### src/design/piecewise_cubic_bezier_eval_top_defines.svh
// assertion macros shared by the curve evaluator
`ifndef PIECEWISE_CUBIC_BEZIER_EVAL_TOP_DEFINES_SVH
`define PIECEWISE_CUBIC_BEZIER_EVAL_TOP_DEFINES_SVH
`ifndef SYNTHESIS
`define PCBE_ASSERT(lbl, expr) lbl: assert property (@(posedge clk_i) disable iff (!rst_ni) \
  (expr)) else $error("pcbe check failed");
`define PCBE_ASSERT_NEXT(lbl, ante, cons) lbl: assert property (@(posedge clk_i) \
  disable iff (!rst_ni) (ante) |=> (cons)) else $error("pcbe check failed");
`else
`define PCBE_ASSERT(lbl, expr)
`define PCBE_ASSERT_NEXT(lbl, ante, cons)
`endif
`endif

### src/design/pcbe_pkg.sv
`default_nettype none
package pcbe_pkg;
  localparam int MAX_POINTS = 64;
  localparam int MAX_SEGS   = (MAX_POINTS - 1) / 3;
  localparam int PT_AW      = $clog2(MAX_POINTS);
  localparam int CNT_W      = $clog2(MAX_POINTS + 1);
  localparam int SEG_W      = $clog2(MAX_SEGS + 1);
  localparam int FRAC_W     = 17;
  localparam int SUM_W      = 34;
  localparam logic [31:0] ONE_Q16 = 32'd65536;

  typedef enum logic [1:0] {
    CMD_APPEND = 2'd0,
    CMD_REMOVE = 2'd1,
    CMD_SETDUR = 2'd2,
    CMD_EVAL   = 2'd3
  } cmd_e;

  typedef enum logic [1:0] {
    ST_OK      = 2'd0,
    ST_IGNORED = 2'd1,
    ST_BAD     = 2'd2,
    ST_CLAMPED = 2'd3
  } status_e;

  // point store port: one write, one read
  typedef struct packed {
    logic             wr_en;
    logic [PT_AW-1:0] wr_addr;
    logic [95:0]      wr_data;
    logic [PT_AW-1:0] rd_addr;
  } pt_req_t;

  // duration store port
  typedef struct packed {
    logic             wr_en;
    logic             clr_en;
    logic [SEG_W-1:0] wr_addr;
    logic [31:0]      wr_data;
    logic [SEG_W-1:0] rd_addr;
  } dur_req_t;

  // first operand slot for each of the six interpolation steps of one axis
  function automatic logic [1:0] lerp_src(input logic [2:0] step);
    logic [1:0] r;
    case (step)
      3'd0: r = 2'd0;
      3'd1: r = 2'd1;
      3'd2: r = 2'd2;
      3'd3: r = 2'd0;
      3'd4: r = 2'd1;
      default: r = 2'd0;
    endcase
    return r;
  endfunction
endpackage
`default_nettype wire

### src/design/pcbe_lerp.sv
`default_nettype none
module pcbe_lerp (
  input  wire                       clk_i,
  input  wire  signed [31:0]        a_i,
  input  wire  signed [31:0]        b_i,
  input  wire  [pcbe_pkg::FRAC_W-1:0] f_i,
  output logic signed [31:0]        res_o
);
  import pcbe_pkg::*;

  logic signed [49:0] ma_q, mb_q;
  logic signed [50:0] sum;
  logic [FRAC_W-1:0]  g;

  assign g = FRAC_W'(ONE_Q16) - f_i;

  // weighted products
  always_ff @(posedge clk_i) begin
    ma_q <= a_i * $signed({1'b0, g});
    mb_q <= b_i * $signed({1'b0, f_i});
  end

  // round half up, result lies between the endpoints
  assign sum   = 51'(ma_q) + 51'(mb_q) + 51'sd32768;
  assign res_o = sum[47:16];
endmodule
`default_nettype wire

### config.mk
export PLATFORM = sky130hd
export DESIGN_NAME = pcbe_lerp
export DESIGN_NICKNAME = d
export VERILOG_FILES = /design/src/design/piecewise_cubic_bezier_eval_top_defines.svh /design/src/design/pcbe_pkg.sv /design/src/design/pcbe_lerp.sv
export SDC_FILE = /design/constraint.sdc
export NUM_CORES = 2
export LEC_CHECK = 0
export ABC_AREA = 1
export BUFFER_PORTS_ARGS = -buffer_cell sky130_fd_sc_hd__clkbuf_2
export CAP_MARGIN = 20
export CORE_MARGIN = 2
export CORE_UTILIZATION = 55
export DETAILED_ROUTE_END_ITERATION = 8
export PLACE_DENSITY = 0.72
export SYNTH_ARGS = -nofsm -noshare
export SYNTH_HDL_FRONTEND = slang
export SYNTH_SLANG_ARGS = --single-unit
### constraint.sdc
create_clock -name clk_i -period 19.02 [get_ports clk_i]
set_input_delay 2.853 -clock clk_i [delete_from_list [all_inputs] [get_ports clk_i]]
set_output_delay 2.853 -clock clk_i [all_outputs]
set_load 0.05 [all_outputs]
# --- Yosys cells after proc, flatten, opt, wreduce, memory -nomap -nowiden ---
# Cells that the tools add are included.
word_totals:
  mem_count: 0
  in_bits: 82
  mem_bits_rw: 0
  latch_bits: 0
  romBits: 0
  word_cells: 7
  reg_bits: 96
classes:
  multipliers: 2
  n_mux: 0
  n_eq_ne: 0
  order_cmp: 0
  bitwise: 0
  shift: 0
  addsub: 3
  reduce_logical: 0
  div_mod_pow: 0
op_table:
  columns: ["operator", "count"]
  rows:
  - ["32-bit by 18-bit multiplier with 48-bit output", 2]
  - ["48-bit by 17-bit adder with 48-bit output, second input constant", 1]
  - ["48-bit adder", 1]
  - ["17-bit subtractor, first input constant", 1]

# --- Logic depth before layout (Yosys ltp) ---
depth:
  depth_word: 2
  ltp_mapped: 37
  ltp_nobuf: 35

# --- Worst setup path before layout ---
# No wires, ideal clock.
synth_timing:
  kind: "in2reg"
  startpoint: "in f_i[3] (netlist bit)"
  endpoint: "reg ma_q[45]"
  required_ns: 18.907
  path_slack_ns: 10.355
  path_stages: 27
  setup_ns: 0.113
  arrival_ns: 8.552
  n_path_buf: 2
  path_cell_list: "buf_2 > inv_1 > nand4_1 > nor2_1 > inv_1 > or2_2 > nand2_1 > buf_2 > nor2_1 > fa_1 > inv_1 > fa_1 > inv_1 > fa_1 > fa_1 > fa_1 > inv_1 > fa_1 > inv_1 > ha_1 > nand2_1 > nor2_1 > inv_1 > nor4_1 > nand3_1 > nand4_1 > nand2_1"
synth_between:
  elab_chain_len: 2
synth_rtl:
  columns: ["element", "line_no", "source"]
  rows:
  - ["from (decl)", "pcbe_lerp.sv:6", "input wire [pcbe_pkg::FRAC_W-1:0] f_i,"]
  - ["17-bit subtractor", "pcbe_lerp.sv:15", "assign g = FRAC_W'(ONE_Q16) - f_i;"]
  - ["32-bit by 18-bit multiplier with 48-bit output", "pcbe_lerp.sv:19", "ma_q <= a_i * $signed({1'b0, g});"]
  - ["to (signal assigned)", "pcbe_lerp.sv:19", null]
  - ["to (decl)", "pcbe_lerp.sv:11", "logic signed [49:0] ma_q, mb_q;"]
# No other way between the ends.

# --- Worst setup path after layout ---
layout_timing:
  startpoint: "in f_i[3] (netlist bit)"
  endpoint: "reg ma_q[39]"
# The elaborated chain is that of the path after synthesis.

==> flow_summary.toml <==
[run_status]
outcome = "finished clean"

[floorplan]
die_y_um = 290
fp.coreArea_um2 = 81600
start_util_pct = 55.3
fp.dieW_um = 290
ios = 114
dieArea_um2 = 84300
rows = 105

[cts]
cts_tree = "yes"
cts_made_buffers = 9
clk_pin_slew_worst_paths_ps = 70
hold_buffers = 0
cts_resized = 0
cts.sinks = 96
cts_max_level = 3
cts_root_buf = "clkbuf_16"
cts.path.max_buffers = 2
postCtsSetupBuffers = 0

[finish]
layout_commonest_cell = "inv_1"
nets = 7379
drive_above_1_share_pct = 3.39
most-common-layout-cells = "inv_1 (1666), nand2_1 (1519), fa_1 (1018)"
syn_to_final_growth_pct = 3.32

[timing]
fmax_ghz = 0.0966
post-route-min-period_ps = 10350
slew_headroom_pct = 30.9
maxSlewViolCount = 0
hold_viol_final = 0
setup-tns-final_ps = 0
worst_pin_slew_ps = 1040
setup_viol = 0
period_share_pct = 54.4
rsz0062_at_grt = "no"

[route]
first_iter_violations = 2958
drtPass1Iterations = 5
wl_per_cell_um = 18.7
antenna_left = 0
via_per_inst = 5.34
drc = 0
vias = 37600
routed_wl_um = 132000

[worst_setup_path]
slowest_stage = "inv_1"
critPathLaunchType = "input pin"
crit_path_end_kind = "register"
crit_end = "ma_q[39]"
crit_start = "f_i[3]"
path_max_fanout = 35
cp_data_arrival_time_ps = 10590
criticalPathCategory = "in2reg"
cpMostUsedCell = "inv_1"
crit_path_max_incr_delay_ps = 950
cp.required_ps = 19260

[synth]
yosysUniqueCellTypes = 45
async_flop_share_pct = 0
avgSynthCellArea_um2 = 7.49
syn_area_um2 = 45100
yosysSeqAreaShare_pct = 4.26
ys_seq_elements = 96
syn_nets = 7442
synth_cells = 6024
ys.flop_type = "dfxtp_1"
synth-warning-count = 0
synth_edf_count = 0

[hold_path]
worstHoldPathCells = 3
hp-class = "in2reg"

[global_route]
grt_pass1_wl_um = 214000
grt_use_total_pct = 32.5
grt_max_degree = 64
overflow = 0
grt_pass1_vias = 40000
antenna_found_initial = 5

[placed_design]
hpwl_um = 112000
place.gp.congestion = 1.00
port_buffers = 113

[run]
cap_viol_max_count = 0
==> metal layers <==
metal / wire length [um] / GRT usage [%] / up-vias
met4: 4880 / 10.3 / 0
met3: 9670 / 3.89 / 271
met1: 54900 / 43.9 / 18700
li1: - / - / 17100
met5: 0 / 0 / -
met2: 62400 / 54.7 / 1528
==> state kept, by name, indices dropped and copies added (netlist names) <==
register  cells
ma_q         48
mb_q         48
==> worst min-delay path by stage <==
stage	startpoint	end	slack, ps
CTS	a_i[0]	ma_q[0]	2830
finish	a_i[0]	ma_q[0]	2840
global route	a_i[0]	ma_q[0]	2840
detailed placement	a_i[0]	ma_q[0]	3190
floorplan	a_i[0]	ma_q[0]	2950
global placement	a_i[0]	ma_q[0]	3200
==> per-stage QoR <==
| step | setup slack (ps) | hold WS [ps] | util (%) | area [um2] | std cells |
|---|---|---|---|---|---|
| final | 8670 | 2840 | 57.1 | 46600 | 7038 |
| after global routing | 8330 | 2840 | 57.1 | 46600 | 7038 |
| after CTS | 8800 | 2830 | 57.1 | 46600 | 7036 |
| after detailed placement | 8500 | 3190 | 56.8 | 46300 | 7020 |
| after global placement | 8480 | 3200 | 56.8 | 46300 | 7020 |
| after floorplan | 10350 | 2950 | - | 45100 | 6024 |
==> cell families after synthesis <==
kind of cell,Yosys count,share of synthesized area (%)
buffers and inverters,1896,16.0
adder cells (fa/ha/maj),1336,54.0
AO/OA/AOI/OAI,346,4.20
AND/OR/NAND/NOR,2268,19.9
XOR/XNOR,82,1.61
flip-flops,96,4.26
==> area by class of cell <==
cell class | instances | area [um2]
inverter | 1683 | 6320
clock inverter | 6 | 52.6
antenna | 2 | 5.00
multi-input combinational | 4032 | 36000
sequential | 96 | 1920
clock buffer | 10 | 229
tap | 1070 | 1340
timing repair buffer | 139 | 761
fill | 7722 | 35000
==> cell usage after synthesis, types with 4 or more instances <==
library cell     n  area, um2
a21boi_0         9       67.6
a21o_1          11       82.6
a21oi_1        175        876
a31oi_1          5       31.3
and2_1           7       43.8
buf_1           20       75.1
buf_2           36        180
buf_4            6       45.0
clkbuf_1       147        552
clkinv_1         8       30.0
dfxtp_1         96       1920
fa_1          1018      20400
ha_1           318       3980
inv_1         1666       6250
inv_2            8       30.0
nand2_1       1519       5700
nand2_2         23        144
nand3_1        121        606
nand3b_1         6       45.0
nand4_1         45        282
nor2_1         503       1890
nor2_4           4       45.0
nor3_1          26        130
o21a_1           6       45.0
o21ai_0        108        541
o21bai_1        24        180
xnor2_1         31        272
xor2_1          50        438
==> worst max-delay path, delay by kind of cell <==
kind	cells	cell delay, ps
adders and majority gates	7	3460
and+or+nand+nor	12	2290
buffers and inverters	9	1960
Power is not shown: default switching activity piles up to over one toggle a cycle in this logic, so the estimate is an artifact.
