--- src/design/piecewise_cubic_bezier_eval_top_defines.svh ---
// assertion macros shared by the curve evaluator
`ifndef PIECEWISE_CUBIC_BEZIER_EVAL_TOP_DEFINES_SVH
`define PIECEWISE_CUBIC_BEZIER_EVAL_TOP_DEFINES_SVH
`ifndef SYNTHESIS
`define PCBE_ASSERT(lbl, expr) lbl: assert property (@(posedge clk_i) disable iff (!rst_ni) \
  (expr)) else $error("pcbe check failed");
`define PCBE_ASSERT_NEXT(lbl, ante, cons) lbl: assert property (@(posedge clk_i) \
  disable iff (!rst_ni) (ante) |=> (cons)) else $error("pcbe check failed");
`else
`define PCBE_ASSERT(lbl, expr)
`define PCBE_ASSERT_NEXT(lbl, ante, cons)
`endif
`endif

--- src/design/pcbe_pkg.sv ---
`default_nettype none
package pcbe_pkg;
  localparam int MAX_POINTS = 64;
  localparam int MAX_SEGS   = (MAX_POINTS - 1) / 3;
  localparam int PT_AW      = $clog2(MAX_POINTS);
  localparam int CNT_W      = $clog2(MAX_POINTS + 1);
  localparam int SEG_W      = $clog2(MAX_SEGS + 1);
  localparam int FRAC_W     = 17;
  localparam int SUM_W      = 34;
  localparam logic [31:0] ONE_Q16 = 32'd65536;

  typedef enum logic [1:0] {
    CMD_APPEND = 2'd0,
    CMD_REMOVE = 2'd1,
    CMD_SETDUR = 2'd2,
    CMD_EVAL   = 2'd3
  } cmd_e;

  typedef enum logic [1:0] {
    ST_OK      = 2'd0,
    ST_IGNORED = 2'd1,
    ST_BAD     = 2'd2,
    ST_CLAMPED = 2'd3
  } status_e;

  // point store port: one write, one read
  typedef struct packed {
    logic             wr_en;
    logic [PT_AW-1:0] wr_addr;
    logic [95:0]      wr_data;
    logic [PT_AW-1:0] rd_addr;
  } pt_req_t;

  // duration store port
  typedef struct packed {
    logic             wr_en;
    logic             clr_en;
    logic [SEG_W-1:0] wr_addr;
    logic [31:0]      wr_data;
    logic [SEG_W-1:0] rd_addr;
  } dur_req_t;

  // first operand slot for each of the six interpolation steps of one axis
  function automatic logic [1:0] lerp_src(input logic [2:0] step);
    logic [1:0] r;
    case (step)
      3'd0: r = 2'd0;
      3'd1: r = 2'd1;
      3'd2: r = 2'd2;
      3'd3: r = 2'd0;
      3'd4: r = 2'd1;
      default: r = 2'd0;
    endcase
    return r;
  endfunction
endpackage
`default_nettype wire

--- src/design/pcbe_dur_mem.sv ---
`default_nettype none
module pcbe_dur_mem (
  input  wire                clk_i,
  input  wire                rst_ni,
  input  pcbe_pkg::dur_req_t req_i,
  output logic [31:0]        rd_data_o
);
  import pcbe_pkg::*;

  logic [31:0]         mem [MAX_SEGS];
  logic [MAX_SEGS-1:0] vld_q;
  logic [31:0]         data_q;
  logic                dvld_q;

  // entry data
  always_ff @(posedge clk_i) begin
    if (req_i.wr_en) begin
      mem[req_i.wr_addr] <= req_i.wr_data;
    end
    data_q <= mem[req_i.rd_addr];
  end

  // valid bits, invalid entry reads as one
  always_ff @(posedge clk_i or negedge rst_ni) begin
    if (!rst_ni) begin
      vld_q  <= '0;
      dvld_q <= 1'b0;
    end else begin
      if (req_i.wr_en) begin
        vld_q[req_i.wr_addr] <= 1'b1;
      end else if (req_i.clr_en) begin
        vld_q[req_i.wr_addr] <= 1'b0;
      end
      dvld_q <= vld_q[req_i.rd_addr];
    end
  end

  assign rd_data_o = dvld_q ? data_q : ONE_Q16;
endmodule
`default_nettype wire

--- config.mk ---
export PLATFORM = sky130hd
export DESIGN_NAME = pcbe_dur_mem
export DESIGN_NICKNAME = d
export VERILOG_FILES = /design/src/design/piecewise_cubic_bezier_eval_top_defines.svh /design/src/design/pcbe_pkg.sv /design/src/design/pcbe_dur_mem.sv
export SDC_FILE = /design/constraint.sdc
export NUM_CORES = 1
export LEC_CHECK = 0
export ABC_AREA = 0
export BUFFER_PORTS_ARGS = -buffer_cell sky130_fd_sc_hd__clkbuf_2
export CORE_MARGIN = 3
export CORE_UTILIZATION = 45
export DETAILED_ROUTE_END_ITERATION = 10
export GPL_ROUTABILITY_DRIVEN = 0
export GPL_TIMING_DRIVEN = 0
export PLACE_DENSITY_LB_ADDON = 0.08
export SETUP_SLACK_MARGIN = 0.4
export SYNTH_ARGS = -nofsm -noshare
export SYNTH_HDL_FRONTEND = slang
export SYNTH_SLANG_ARGS = --single-unit
--- constraint.sdc ---
create_clock -name clk_i -period 3.12 [get_ports clk_i]
set_input_delay 0.468 -clock clk_i [delete_from_list [all_inputs] [get_ports clk_i]]
set_output_delay 0.468 -clock clk_i [all_outputs]
set_load 0.005 [all_outputs]
Word-level counts from Yosys, hierarchy flattened

Memory sizes are Yosys's and may differ from the RTL's. A register that Yosys moved wholly into a read port is not among the register bits.
Index checks and enable logic that the tools add are counted.
W data, S select, Z words.

Bits in registers: 22
RAM bits: 672
Input port bits: 46
Output and inout port bits: 32
Word-level logic and storage cells: 20
Memories: 1

Memory list:

| memory | depth | width | rd ports | clocked after memory_dff | wr ports | line               | text |
|---|---|---|---|---|---|---|---|
| mem    | 21    | 32    | 1        | 1                        | 1        | pcbe_dur_mem.sv:10 | `logic [31:0] mem [MAX_SEGS];` |

Magnitude comparators: 3
Multiplexer cells: 9
Bitwise gates (word level): 3
Reductions and logical operators: 2

Operator list:

| kind                 | count |
|---|---|
| $mux W21             | 2 |
| $mux W32             | 1 |
| $and A21 B21 Y21     | 1 |
| $not A21 Y21         | 1 |
| $or A21 B21 Y21      | 1 |
| $lt A5 B6 Y1 const B | 2 |
| $bmux W1 S5          | 1 |
| $demux W1 S5         | 1 |
| $ge A5 B1 Y1 const B | 1 |
| $mux W1              | 4 |
| $reduce_bool A2 Y1   | 1 |
| $logic_and A1 B1 Y1  | 1 |

Depth between registers and ports, before layout

Depth in word-level cells: 8
Gate-level depth with buffers: 8
Depth with buffers taken out: 4

Worst setup path after synthesis

OpenSTA, ideal clock, no wires.

Path kind: input-to-reg
Start point: in req_i[41] (netlist bit)
End point: mem mem[11][0] (enable)
Library setup time: 0.421 ns
Data arrival time: 2.518 ns
Required time: 2.699 ns
Path slack: 0.181 ns
Stages: 3
Path buffers: 1
Cell sequence: or3b_2 -> clkbuf_1 -> nor2_1

RTL lines:

| item            | line               | text |
|---|---|---|
| start, declared | pcbe_dur_mem.sv:5  | `input pcbe_pkg::dur_req_t req_i,` |
| end, declared   | pcbe_dur_mem.sv:10 |  |

No word-level cell before the write port.

Final worst setup path

Start point: reg dvld_q
End point: out rd_data_o[27]

Word-level cells in the longest chain between the ends: 1

RTL lines:

| item                   | line               | text |
|---|---|---|
| start, declared        | pcbe_dur_mem.sv:13 | `logic dvld_q;` |
| start signal, assigned | pcbe_dur_mem.sv:34 | `dvld_q <= vld_q[req_i.rd_addr];` |
| $mux W32               | pcbe_dur_mem.sv:38 | `assign rd_data_o = dvld_q ? data_q : ONE_Q16;` |
| end, declared          | pcbe_dur_mem.sv:6  | `output logic [31:0] rd_data_o` |

Every way passes these cells.

==> key figures <==
Logic synthesis
  • Synth Area in Compound Gates: 3.296%
  • Synth Area in XOR/XNOR: 0%
  • Avg Inst Size Synth: 18.71 sq um
  • Top cell type by total area after synthesis: edfxtp_1
  • Mapped Area: 27900 sq um
  • Adder-cell share of the synthesized area: 0%
  • Syn_nets: 1537
  • Yosys warnings: 0
  • Proportion of synthesized area in mux cells: 13.86%
  • Ys async rst share: 3.030%
  • Cells after synthesis: 1491
  • Largest family of logic cells by synthesized area: multiplexers
  • Unique masters post-synth: 38
  • Synthesized flop and latch total: 726
  • Simple-Gate Fraction of Synth Area: 4.153%
  • Synth top area share: 72.33%
  • Synth top area cells: edfxtp_1 (72%), mux2i_1 (7.0%), mux4_2 (5.0%), dfxtp_1 (2.3%), dfrtp_1 (2.0%)
  • Top FF cell, synth: edfxtp_1
  • Sequential element share of the synthesized area: 76.60%
  • EDFF count, synth: 672

STA
  • Slew @ Worst Pin: 1069 ps
  • Rel. slew slack: 28.71%
  • Max Freq: 388.9 MHz
  • Final worst-path cycle share: 82.40%
  • Final hold vios: 0
  • Endpoints failing setup: 0
  • Crit path time final: 2571 ps
  • Max-slew violations: 0
  • RSZ-0062 raised after global routing: false
  • Worst Clk Skew: 20.03 ps
  • Final worst setup slack: 549.0 ps

Global route
  • Global-route wire length before repair: 97970 um
  • Initial antenna violation count: 0
  • Global route overflow: 0
  • Largest net degree at the start of global routing: 23
  • Vias in the first global route: 14526
  • Total global-route track usage: 21.05%

Die
  • Die ar.: 65030 sq um
  • Top Ports: 78
  • Core Footprint: 60810 sq um
  • Chip width: 255 um
  • Site Rows: 90
  • Die H: 255 um
  • Initial Util: 45.88%

Placed design
  • IO buf count: 72
  • DPL Wire Length: 43000 um
  • Placed Cells: 2366
  • Placed cell area: 29840 sq um
  • Dpl ws: 331.1 ps

Pwr
  • Worst VDD drop: 0.3875 mV
  • Total Power: 21000 uW
  • Pwr Density: 649.4 nW/um^2
  • Leakage: 0.01103 uW

Final layout
  • Post-layout nets: 1711
  • Multi-input gate area: 6097 sq um
  • Final Util: 53.18%
  • Filler Cell Count: 4865
  • Post-route cell area: 32340 sq um
  • Final Instance Count excl. Fillers: 2512
  • Synth-to-Final Area Change: 15.91%
  • Sequential cell area: 21370 sq um
  • Layout cells sized above 1: 20.98%
  • # diodes: 0

Route
  • WL/cell: 26.60 um
  • Met2 wire len: 32650 um
  • Via count: 14060
  • Initial drt markers: 1118
  • Final wirelength: 66820 um
  • WL met3: 2969 um
  • Top sig layer: met4
  • Drt drc: 0
  • M1 wire length: 29470 um
  • Initial DRT Pass Iterations: 5
  • Antenna Nets Post-Route: 0
  • Via density: 5.597

CTS
  • Setup Buffers After CTS: 0
  • CTS Sinks: 726
  • Buffer depth of the longest clock path: 3
  • CTS buffer count: 78
  • Clk root buf: clkbuf_16
  • CTS tree: built
  • CTS HTree Levels: 3
  • Clk Latency, worst-skew pair: 610 ps
  • Reg clk slew, reported paths: 60 ps

Worst setup path
  • Bufs and invs on worst path: 2
  • CP Cell Sequence: clkbuf_1 > and2_1 > clkbuf_2
  • WS Path Type: flip-flop to output port
  • CP startpoint kind: flip-flop
  • Slowest stage delay, CP: 620 ps
  • Critical R2R Capture: dvld_q
  • Worst Path Required: 2650 ps
  • CP max FO: 10
  • Critical path's top delay family: buffers and inverters
  • Slowest CP cell: dfrtp_2
  • Reg2Reg Setup Slack: 1570 ps
  • Crit path DAT: 2100 ps
  • Reg2Reg Depth: 3
  • Critical path capture point type: output port

Job
  • Max-Cap Viols: 0

Hold path
  • Hold Startpoint: req_i[41]
  • Worst Hold Path Cells: 3
  • Min-delay worst type: input port to flip-flop

Run status
  • Status: complete, no violations
## report_power, final
part | internal, uW | total, uW | switching (uW) | leakage [uW]
Sequential | 10900 | 10900 | 80.8 | 0.00659
Combinational | 441 | 1170 | 730 | 0.00322
Clock | 5250 | 8900 | 3640 | 0.00121
Total | 16500 | 21000 | 4450 | 0.0110
## sequential cells by signal, indices dropped and copies added (netlist names), named ones only
signal	count
dvld_q	1
data_q	32
mem	672
## tightest hold or removal path, stage by stage
cell and delay (ps):
clkbuf_2 130, nand4_1 130, a21o_1 120
## final cells by class
| cell class | count | area share [%] |
|---|---|---|
| clock inverters | 32 | 0.7274 |
| well taps | 782 | 3.026 |
| plain buffers | 87 | 1.799 |
| clock buffers | 113 | 6.957 |
| multi-input cells | 677 | 18.85 |
| repair buffers | 94 | 2.538 |
| flip-flops and latches | 726 | 66.09 |
| inverters | 1 | 0.01161 |
## synthesized netlist by cell type, types with 2 or more instances
| master | number |
|---|---|
| nand3b_1 | 3 |
| nand2b_1 | 3 |
| mux4_1 | 6 |
| nand4_1 | 33 |
| and2_1 | 32 |
| mux2i_1 | 194 |
| a221oi_1 | 33 |
| buf_12 | 4 |
| dfxtp_1 | 32 |
| o21ai_0 | 58 |
| nor2_1 | 25 |
| buf_1 | 8 |
| dfrtp_1 | 22 |
| buf_6 | 10 |
| mux2_2 | 33 |
| nor2b_1 | 5 |
| buf_8 | 3 |
| o21ai_1 | 14 |
| clkbuf_1 | 30 |
| edfxtp_1 | 672 |
| dlygate4sd1_1 | 2 |
| mux4_2 | 62 |
| nand2_1 | 101 |
| buf_2 | 16 |
| a22oi_1 | 32 |
| nand3_1 | 34 |
| buf_4 | 13 |
## routing by layer
layer / global-route usage, % / up-vias
met5: 0 / -
met4: 7.070 / 0
met3: 2.937 / 91
met2: 34.67 / 347
met1: 29.22 / 7311
li1: - / 6311
## cell families (layout without fill, tap and decap cells)
| logic type | after synthesis | in the layout |
|---|---|---|
| flops | 726 | 726 |
| compound gates | 141 | 141 |
| simple gates | 241 | 241 |
| mux | 295 | 295 |
| buf+inv | 88 | 327 |
## timing repair
action / CTS / global route
setup endpoints to repair: 30 / 0
endpoints found under the hold margin: 22 / 0
hold buffers: 1 / 0
gates resized for setup: 2 / 0
## stage by stage
step	hold WS [ps]	setup TNS (ps)
after global routing	253.3	0
after detailed placement	482.1	0
after CTS	215.0	0
final	266.7	0
after global placement	475.1	-871310
after floorplan	172.4	0
## how the worst max path moves through the flow
| stage | startpoint | end | slack, ps | cells after the start |
|---|---|---|---|---|
| 3_5_place_dp | req_i[2] | data_q[14] | 330 | 6 |
| 6_report | dvld_q | rd_data_o[27] | 550 | 3 |
| 3_3_place_gp | req_i[38] | mem[16][15] | -1790 | 4 |
| 2_1_floorplan | req_i[41] | mem[11][0] | 180 | 3 |
| 5_1_grt | dvld_q | rd_data_o[27] | 450 | 3 |
| 4_1_cts | dvld_q | rd_data_o[27] | 490 | 3 |
## cell usage in the layout, fill, tap and decap left out, types with 6 or more instances in the layout
cell type,count
clkinv_2,9
o21ai_0,58
dfxtp_1,32
a22oi_1,32
buf_2,16
mux4_2,62
clkbuf_16,83
a221oi_1,33
clkbuf_8,6
nand4_1,33
clkbuf_2,74
buf_12,21
nor2_4,20
and2_1,32
o21ai_1,14
edfxtp_1,672
buf_4,13
mux2i_1,194
clkinv_1,18
buf_1,8
buf_6,10
clkbuf_1,53
mux2_2,33
mux4_1,6
dfrtp_1,21
nand2_1,101
nand3_1,34
(Power assumes the default switching activity.)
