## src/design/piecewise_cubic_bezier_eval_top_defines.svh

```systemverilog
// assertion macros shared by the curve evaluator
`ifndef PIECEWISE_CUBIC_BEZIER_EVAL_TOP_DEFINES_SVH
`define PIECEWISE_CUBIC_BEZIER_EVAL_TOP_DEFINES_SVH
`ifndef SYNTHESIS
`define PCBE_ASSERT(lbl, expr) lbl: assert property (@(posedge clk_i) disable iff (!rst_ni) \
  (expr)) else $error("pcbe check failed");
`define PCBE_ASSERT_NEXT(lbl, ante, cons) lbl: assert property (@(posedge clk_i) \
  disable iff (!rst_ni) (ante) |=> (cons)) else $error("pcbe check failed");
`else
`define PCBE_ASSERT(lbl, expr)
`define PCBE_ASSERT_NEXT(lbl, ante, cons)
`endif
`endif

```

## src/design/pcbe_pkg.sv

```systemverilog
`default_nettype none
package pcbe_pkg;
  localparam int MAX_POINTS = 64;
  localparam int MAX_SEGS   = (MAX_POINTS - 1) / 3;
  localparam int PT_AW      = $clog2(MAX_POINTS);
  localparam int CNT_W      = $clog2(MAX_POINTS + 1);
  localparam int SEG_W      = $clog2(MAX_SEGS + 1);
  localparam int FRAC_W     = 17;
  localparam int SUM_W      = 34;
  localparam logic [31:0] ONE_Q16 = 32'd65536;

  typedef enum logic [1:0] {
    CMD_APPEND = 2'd0,
    CMD_REMOVE = 2'd1,
    CMD_SETDUR = 2'd2,
    CMD_EVAL   = 2'd3
  } cmd_e;

  typedef enum logic [1:0] {
    ST_OK      = 2'd0,
    ST_IGNORED = 2'd1,
    ST_BAD     = 2'd2,
    ST_CLAMPED = 2'd3
  } status_e;

  // point store port: one write, one read
  typedef struct packed {
    logic             wr_en;
    logic [PT_AW-1:0] wr_addr;
    logic [95:0]      wr_data;
    logic [PT_AW-1:0] rd_addr;
  } pt_req_t;

  // duration store port
  typedef struct packed {
    logic             wr_en;
    logic             clr_en;
    logic [SEG_W-1:0] wr_addr;
    logic [31:0]      wr_data;
    logic [SEG_W-1:0] rd_addr;
  } dur_req_t;

  // first operand slot for each of the six interpolation steps of one axis
  function automatic logic [1:0] lerp_src(input logic [2:0] step);
    logic [1:0] r;
    case (step)
      3'd0: r = 2'd0;
      3'd1: r = 2'd1;
      3'd2: r = 2'd2;
      3'd3: r = 2'd0;
      3'd4: r = 2'd1;
      default: r = 2'd0;
    endcase
    return r;
  endfunction
endpackage
`default_nettype wire

```

## src/design/pcbe_div.sv

```systemverilog
`default_nettype none
module pcbe_div (
  input  wire         clk_i,
  input  wire         rst_ni,
  input  wire         start_i,
  input  wire  [31:0] num_i,
  input  wire  [31:0] den_i,
  output logic        done_o,
  output logic [15:0] quot_o
);
  import pcbe_pkg::*;

  logic [32:0] rem_q, rem_sh;
  logic [31:0] den_q;
  logic [4:0]  cnt_q;
  logic        run_q;

  assign rem_sh = {rem_q[31:0], 1'b0};

  // restoring division, one quotient bit a cycle
  always_ff @(posedge clk_i or negedge rst_ni) begin
    if (!rst_ni) begin
      run_q  <= 1'b0;
      done_o <= 1'b0;
      cnt_q  <= '0;
    end else begin
      done_o <= 1'b0;
      if (start_i) begin
        run_q <= 1'b1;
        cnt_q <= 5'd16;
      end else if (run_q) begin
        cnt_q <= cnt_q - 5'd1;
        if (cnt_q == 5'd1) begin
          run_q  <= 1'b0;
          done_o <= 1'b1;
        end
      end
    end
  end

  always_ff @(posedge clk_i) begin
    if (start_i) begin
      rem_q  <= {1'b0, num_i};
      den_q  <= den_i;
      quot_o <= '0;
    end else if (run_q) begin
      if (rem_sh >= {1'b0, den_q}) begin
        rem_q  <= rem_sh - {1'b0, den_q};
        quot_o <= {quot_o[14:0], 1'b1};
      end else begin
        rem_q  <= rem_sh;
        quot_o <= {quot_o[14:0], 1'b0};
      end
    end
  end
endmodule
`default_nettype wire

```

## config.mk

```make
export PLATFORM = sky130hd
export DESIGN_NAME = pcbe_div
export DESIGN_NICKNAME = d
export VERILOG_FILES = /design/src/design/piecewise_cubic_bezier_eval_top_defines.svh /design/src/design/pcbe_pkg.sv /design/src/design/pcbe_div.sv
export SDC_FILE = /design/constraint.sdc
export NUM_CORES = 1
export LEC_CHECK = 0
export BUFFER_PORTS_ARGS = -buffer_cell sky130_fd_sc_hd__buf_2
export CAP_MARGIN = 20
export CORE_MARGIN = 2
export CORE_UTILIZATION = 60
export CTS_CLUSTER_DIAMETER = 30
export DETAILED_ROUTE_END_ITERATION = 8
export PLACE_DENSITY = 0.84
export SLEW_MARGIN = 15
export SYNTH_ARGS = -nofsm -noshare
export SYNTH_HDL_FRONTEND = slang
export SYNTH_SLANG_ARGS = --single-unit
```

## constraint.sdc

```tcl
create_clock -name clk_i -period 5.2 [get_ports clk_i]
set_clock_uncertainty 0.15 [all_clocks]
set_input_delay 1.56 -clock clk_i [delete_from_list [all_inputs] [get_ports clk_i]]
set_output_delay 1.56 -clock clk_i [all_outputs]
set_load 0.1 [all_outputs]
```

Word-level counts from Yosys, hierarchy flattened --
Index checks and enable logic that the tools add are counted.
Storage, ports and cells: logic and storage cells 23, input bits 67, register bits 87, output and inout port bits 17
Cells by class: reductions and logical operators 1, equal/unequal tests 1, order comparisons 1, add/sub/neg operators 2, multiplexer cells 12
Operators by type and width (count):
- 32-bit 2-to-1 mux | 3
- 33-bit by 32-bit greater-or-equal comparator with 1-bit output | 1
- 32-bit subtractor | 1
- 5-bit 2-to-1 mux | 2
- 1-bit 2-to-1 mux | 7
- 5-bit by 1-bit == test with 1-bit output, second input constant | 1
- 5-bit by 1-bit subtractor with 5-bit output, second input constant | 1
- 2-bit nonzero test | 1

Logic depth before layout (Yosys ltp) --
depth in word-level cells 4, mapped depth 13, depth with buffers taken out 11

Worst setup path after synthesis --
Ideal clock, no wire load.
path type reg2reg, start register rem_q[3], end register rem_q[13] (data pin), path buffers 1, library setup time 0.269 ns, cell stages (with the launch flop) 12, period minus slack after synthesis 2.983 ns, arrival time 2.564 ns, slack 2.217 ns, cell sequence edfxtp_1 > ha_1 > a21o_1 > a211o_1 > o21a_4 > a211oi_4 > o31ai_4 > a211oi_4 > nor2_4 > buf_6 > mux2i_1 > o21ai_0
On the way: cells in the longest elaborated chain, start to end 4, elaborated cells between the ends (all ways) 5
RTL lines:
- start: declaration | line pcbe_div.sv:13 | logic [32:0] rem_q, rem_sh;
- start signal: assignment | line pcbe_div.sv:43 | rem_q <= {1'b0, num_i};
- start signal: assignment | line pcbe_div.sv:48 | rem_q <= rem_sh - {1'b0, den_q};
- start signal: assignment | line pcbe_div.sv:51 | rem_q <= rem_sh;
- 32-bit subtractor or 33-bit by 32-bit greater-or-equal comparator with 1-bit output (tied branches) | line pcbe_div.sv:48, pcbe_div.sv:47
- 32-bit 2-to-1 mux (*) | line pcbe_div.sv:47 | if (rem_sh >= {1'b0, den_q}) begin
- 32-bit 2-to-1 mux (*) | line pcbe_div.sv:46 | end else if (run_q) begin
- 32-bit 2-to-1 mux (*) | line pcbe_div.sv:42 | if (start_i) begin
Mark *: on every way between the ends. The rest lies on a longest branch, timed or not. The select of a mux whose other input is x is not followed. A chain may end at the register's enable or synchronous reset.

Worst setup path in the final report --
start register rem_q[7], end register rem_q[26] (data pin)
The elaborated chain is that of the path after synthesis.

==> metrics.md <==
| Metric | Value |
|---|---|
| Total of endpoints with negative setup slack in the final report | `0` |
| Max capacitance violation total | `0` |
| Via-to-Cell Ratio | `5.90` |
| Number of antenna violations at the first check in global routing | `0` |
| First DRT Iteration DRCs | `around 280` |
| Run status | `complete, no violations` |
| Number of max-slew violations in the final report | `0` |
| Switching share of power | `0.449` |
| Share of total power in sequential cells | `0.289` |
| Int Power | `between 0.002 and 0.0025 W` |
| Crit path buffers/inverters | `1` |
| Largest stage delay on the critical path | `640 ps` |
| Critical path fanouts, max | `23` |
| Reported net switching power | `0.00168 W` |
| Synth Area in Simple Gates | `0.127` |
| Area of all sequential standard cells | `about 2400 µm²` |
| Global placement routability congestion | `around 0.88` |
| Number of primary I/O pins | `between 80 and 90` |
| Main combinational cell family by area after synthesis | `compound AO/OA/AOI/OAI gates` |
| Port Buf Inserts | `slightly above 80` |
| Worst reg2reg setup slack | `between 1000 and 1500 ps` |
| Global-route congestion overflow total | `0` |
| Synth cell types | `approximately 60` |
| Combinational group share of total power | `0.583` |
| Latest clock arrival within the worst-skew pair | `370 ps` |
| Buffers from clock root to sink, at most | `2` |
| IR Drop Worst-Case VDD | `344 µV` |
| Wire length of the first global-routing pass | `between 20,000 and 25,000 µm` |
| Vias in the first global route | `4,327` |
| Compound-cell area share of the yosys netlist | `0.171` |
| Area of the multi-input gates | `2770 µm²` |
| Mapped cell area | `between 5000 and 6000 µm²` |
| Total Die Area | `roughly 10000 µm²` |
| Critical path endpoint category | `flip-flop` |
| Inserted Clock Buffers | `9` |
| WP data required | `around 5200 ps` |
| Number of levels the H-tree was split into | `3` |
| Slowest-stage cell, CP | `nor2_4` |
| TritonCTS sink count | `87` |
| Routed len/inst | `between 15 and 20 µm` |
| Post-synthesis sequential area ratio | `0.444` |
| Pin count of the biggest net entering global routing | `57` |
| # nets final | `roughly 730` |
| Fill cells | `715` |
| Final sum of negative setup slack | `0 ps` |
| Share of async-settable or async-resettable flops after synthesis | `0.0805` |
| Final instance count without filler cells | `approximately 740` |
| TritonCTS clock tree | `built` |
| Synthesis Warnings | `0` |
| Hold Slack | `between 300 and 400 ps` |
| Vias post-DR | `roughly 4,400` |
| Share of Yosys cell area claimed by the top area cell type | `0.353` |
| Class of the tightest hold or removal check | `reg2reg` |
| Critical setup path kind | `reg2reg` |
| Core Footprint | `around 9000 µm²` |
| Transition time at the pin with the least slew margin | `around 1100 ps` |
| Area Overhead vs Synth | `12.0%` |
| Tot Pwr | `~0.0037 W` |
| Data arrival at the endpoint of the critical path | `3830 ps` |
| Starting utilization of the core area | `0.622` |
| Setup WS post-layout | `~1300 ps` |
| Fraction of synthesized cell area in xor and xnor cells | `0.0482` |
| Kind of start point of the critical path | `flip-flop` |
| Family with the most delay on the worst path | `compound AO/OA/AOI/OAI gates` |
| Final hold vios | `0` |
| Cells along the critical path | `ha_1, a21oi_1, o21ai_0, a211oi_4, o31ai_4, a211oi_4, nor2_4, buf_4, mux2i_1, a21oi_1` |
| Overall routing resource usage | `0.254` |
| Postcts setup bufs | `0` |
| Share of cells above drive strength 1 | `0.180` |
| Final worst path period need | `3860 ps` |
| Power Dens Cells | `about 600 nW/µm²` |
| Routed Antenna Nets | `0` |
| Cell Rows | `34` |
| Count of instances resized after the clock tree is built | `0` |
| Post-route DRC | `0` |
| Cell at the root of the clock tree | `clkbuf_8` |
| Post-synthesis cell count | `554` |
| Diode count | `0` |
| Multiplexer share of the synthesized area | `0.0799` |
| Count leader, synth | `edfxtp_1` |
| Die X-Extent | `between 90 and 100 µm` |
| # hold bufs at CTS | `0` |
| Count of placed standard cells including taps | `between 700 and 800` |
| Post-DP HPWL | `8960 µm` |
| Clock Pin Slew Worst Setup and Hold Paths | `about 110 ps` |
| Share of the cycle needed by the critical path after routing | `0.743` |
| Post-Synth Adder-Cell Area | `0.0818` |
| Top cells by area in the synthesized netlist | `edfxtp_1 (35%), ha_1 (7.8%), mux2i_1 (7.7%)` |
| Post-detailed-routing wire length | `~12,000 µm` |
| Most common flop cell mapped by yosys | `edfxtp_1` |
| Number of optimization iterations in the first detailed-route pass | `5` |
| Number of flip-flops and latches in the synthesized netlist | `87` |
| Fmax achieved | `approximately 260 MHz` |
| Portion of total power attributed to the clock network | `0.129` |
| Cell taking the most area after synthesis | `edfxtp_1` |
| Worst-case headroom to the max-slew limit | `0.285` |
| Per-instance average area after synthesis | `9.83 µm²` |
| Vertical extent of the die | `99.3 µm` |
| Number of synthesized flops with an enable pin | `64` |
| Pre-CTS setup slack | `around 1400 ps` |
| Syn Nets | `656` |
| Static leakage power | `roughly 2.9 nW` |
| Top cells by count, synth | `edfxtp_1 (64), nand2_1 (55), nor2_1 (50)` |
| RSZ-0062 raised after global routing | `no` |
## placed cells by master (no fill, tap or decap), types with 4 or more instances in the layout
cell type	Yosys	final
xor2_1	11	11
nand4_1	4	4
clkbuf_8	0	9
a21oi_1	39	39
nor3_1	8	8
a211oi_1	6	6
ha_1	34	34
o21ai_0	36	36
nand2b_1	8	8
nor2_1	50	50
o211ai_1	4	4
dfrtp_1	7	7
mux2i_1	42	42
edfxtp_1	64	64
o21ai_1	13	13
a31oi_1	4	4
inv_1	41	41
xnor2_1	19	19
nand2_1	55	55
a21o_1	12	12
dfxtp_1	16	16
nand3_1	7	7
buf_2	3	82
o21a_1	7	7
## metal layers
layer	vias to the layer above	share of wire	GRT usage
li1	2143	-	-
met2	164	0.49	0.424
met3	24	0.053	0.0372
met1	2045	0.44	0.337
met4	0	0.021	0.0948
met5	-	0	0
## per-stage QoR
stage / utilization / cell area (µm²)
finish: 0.696 / 6100
global placement: 0.674 / 5910
floorplan: - / 5450
detailed placement: 0.674 / 5910
CTS: 0.696 / 6100
global route: 0.696 / 6100
## final timing paths
kind | start | to | cells past startpoint
worst min register to register | quot_o[15] | quot_o[15] | 2
min in group asynchronous | rst_ni | cnt_q[1] | 1
max in group asynchronous | rst_ni | cnt_q[2] | 1
worst min-delay path | quot_o[15] | quot_o[15] | 2
worst max register to register | rem_q[7] | rem_q[26] | 10
worst max-delay path | rem_q[7] | rem_q[26] | 10
## logic make-up (layout without fill, tap and decap cells)
logic type      after synthesis  after routing
simple gates                152            152
compound gates              145            145
flops                        87             87
buf+inv                      62            142
mux                          43             43
fa+ha+maj                    35             35
xor+xnor                     30             30
## flip-flops by register name, indices dropped and copies added, names as in the netlist
name and cells:
den_q 32, rem_q 32, done_o 1, run_q 1, quot_o 16, cnt_q 5
## final cells by class
cell class / count / area share
flip-flops and latches: 87 / 0.396
inverters: 41 / 0.0252
multi-input cells: 405 / 0.454
clock buffers: 9 / 0.0203
clock inverters: 7 / 0.0113
repair buffers: 85 / 0.0709
well taps: 108 / 0.0221
## power by group through the flow
stage	clock network (W)	registers, W	logic [W]
4_1_cts	0.000487	0.00108	0.00215
3_3_place_gp	0	0.00108	0.00209
2_1_floorplan	0	0.00110	0.00171
3_5_place_dp	0	0.00109	0.00213
6_report	0.000482	0.00108	0.00218
5_1_grt	0.000512	0.00110	0.00238
## worst min-delay path, delay by kind of cell (launching register included)
kind          cells  cell delay (ps)
flops             1              340
simple gates      1               70
mux               1               60
(Power assumes the default switching activity.)
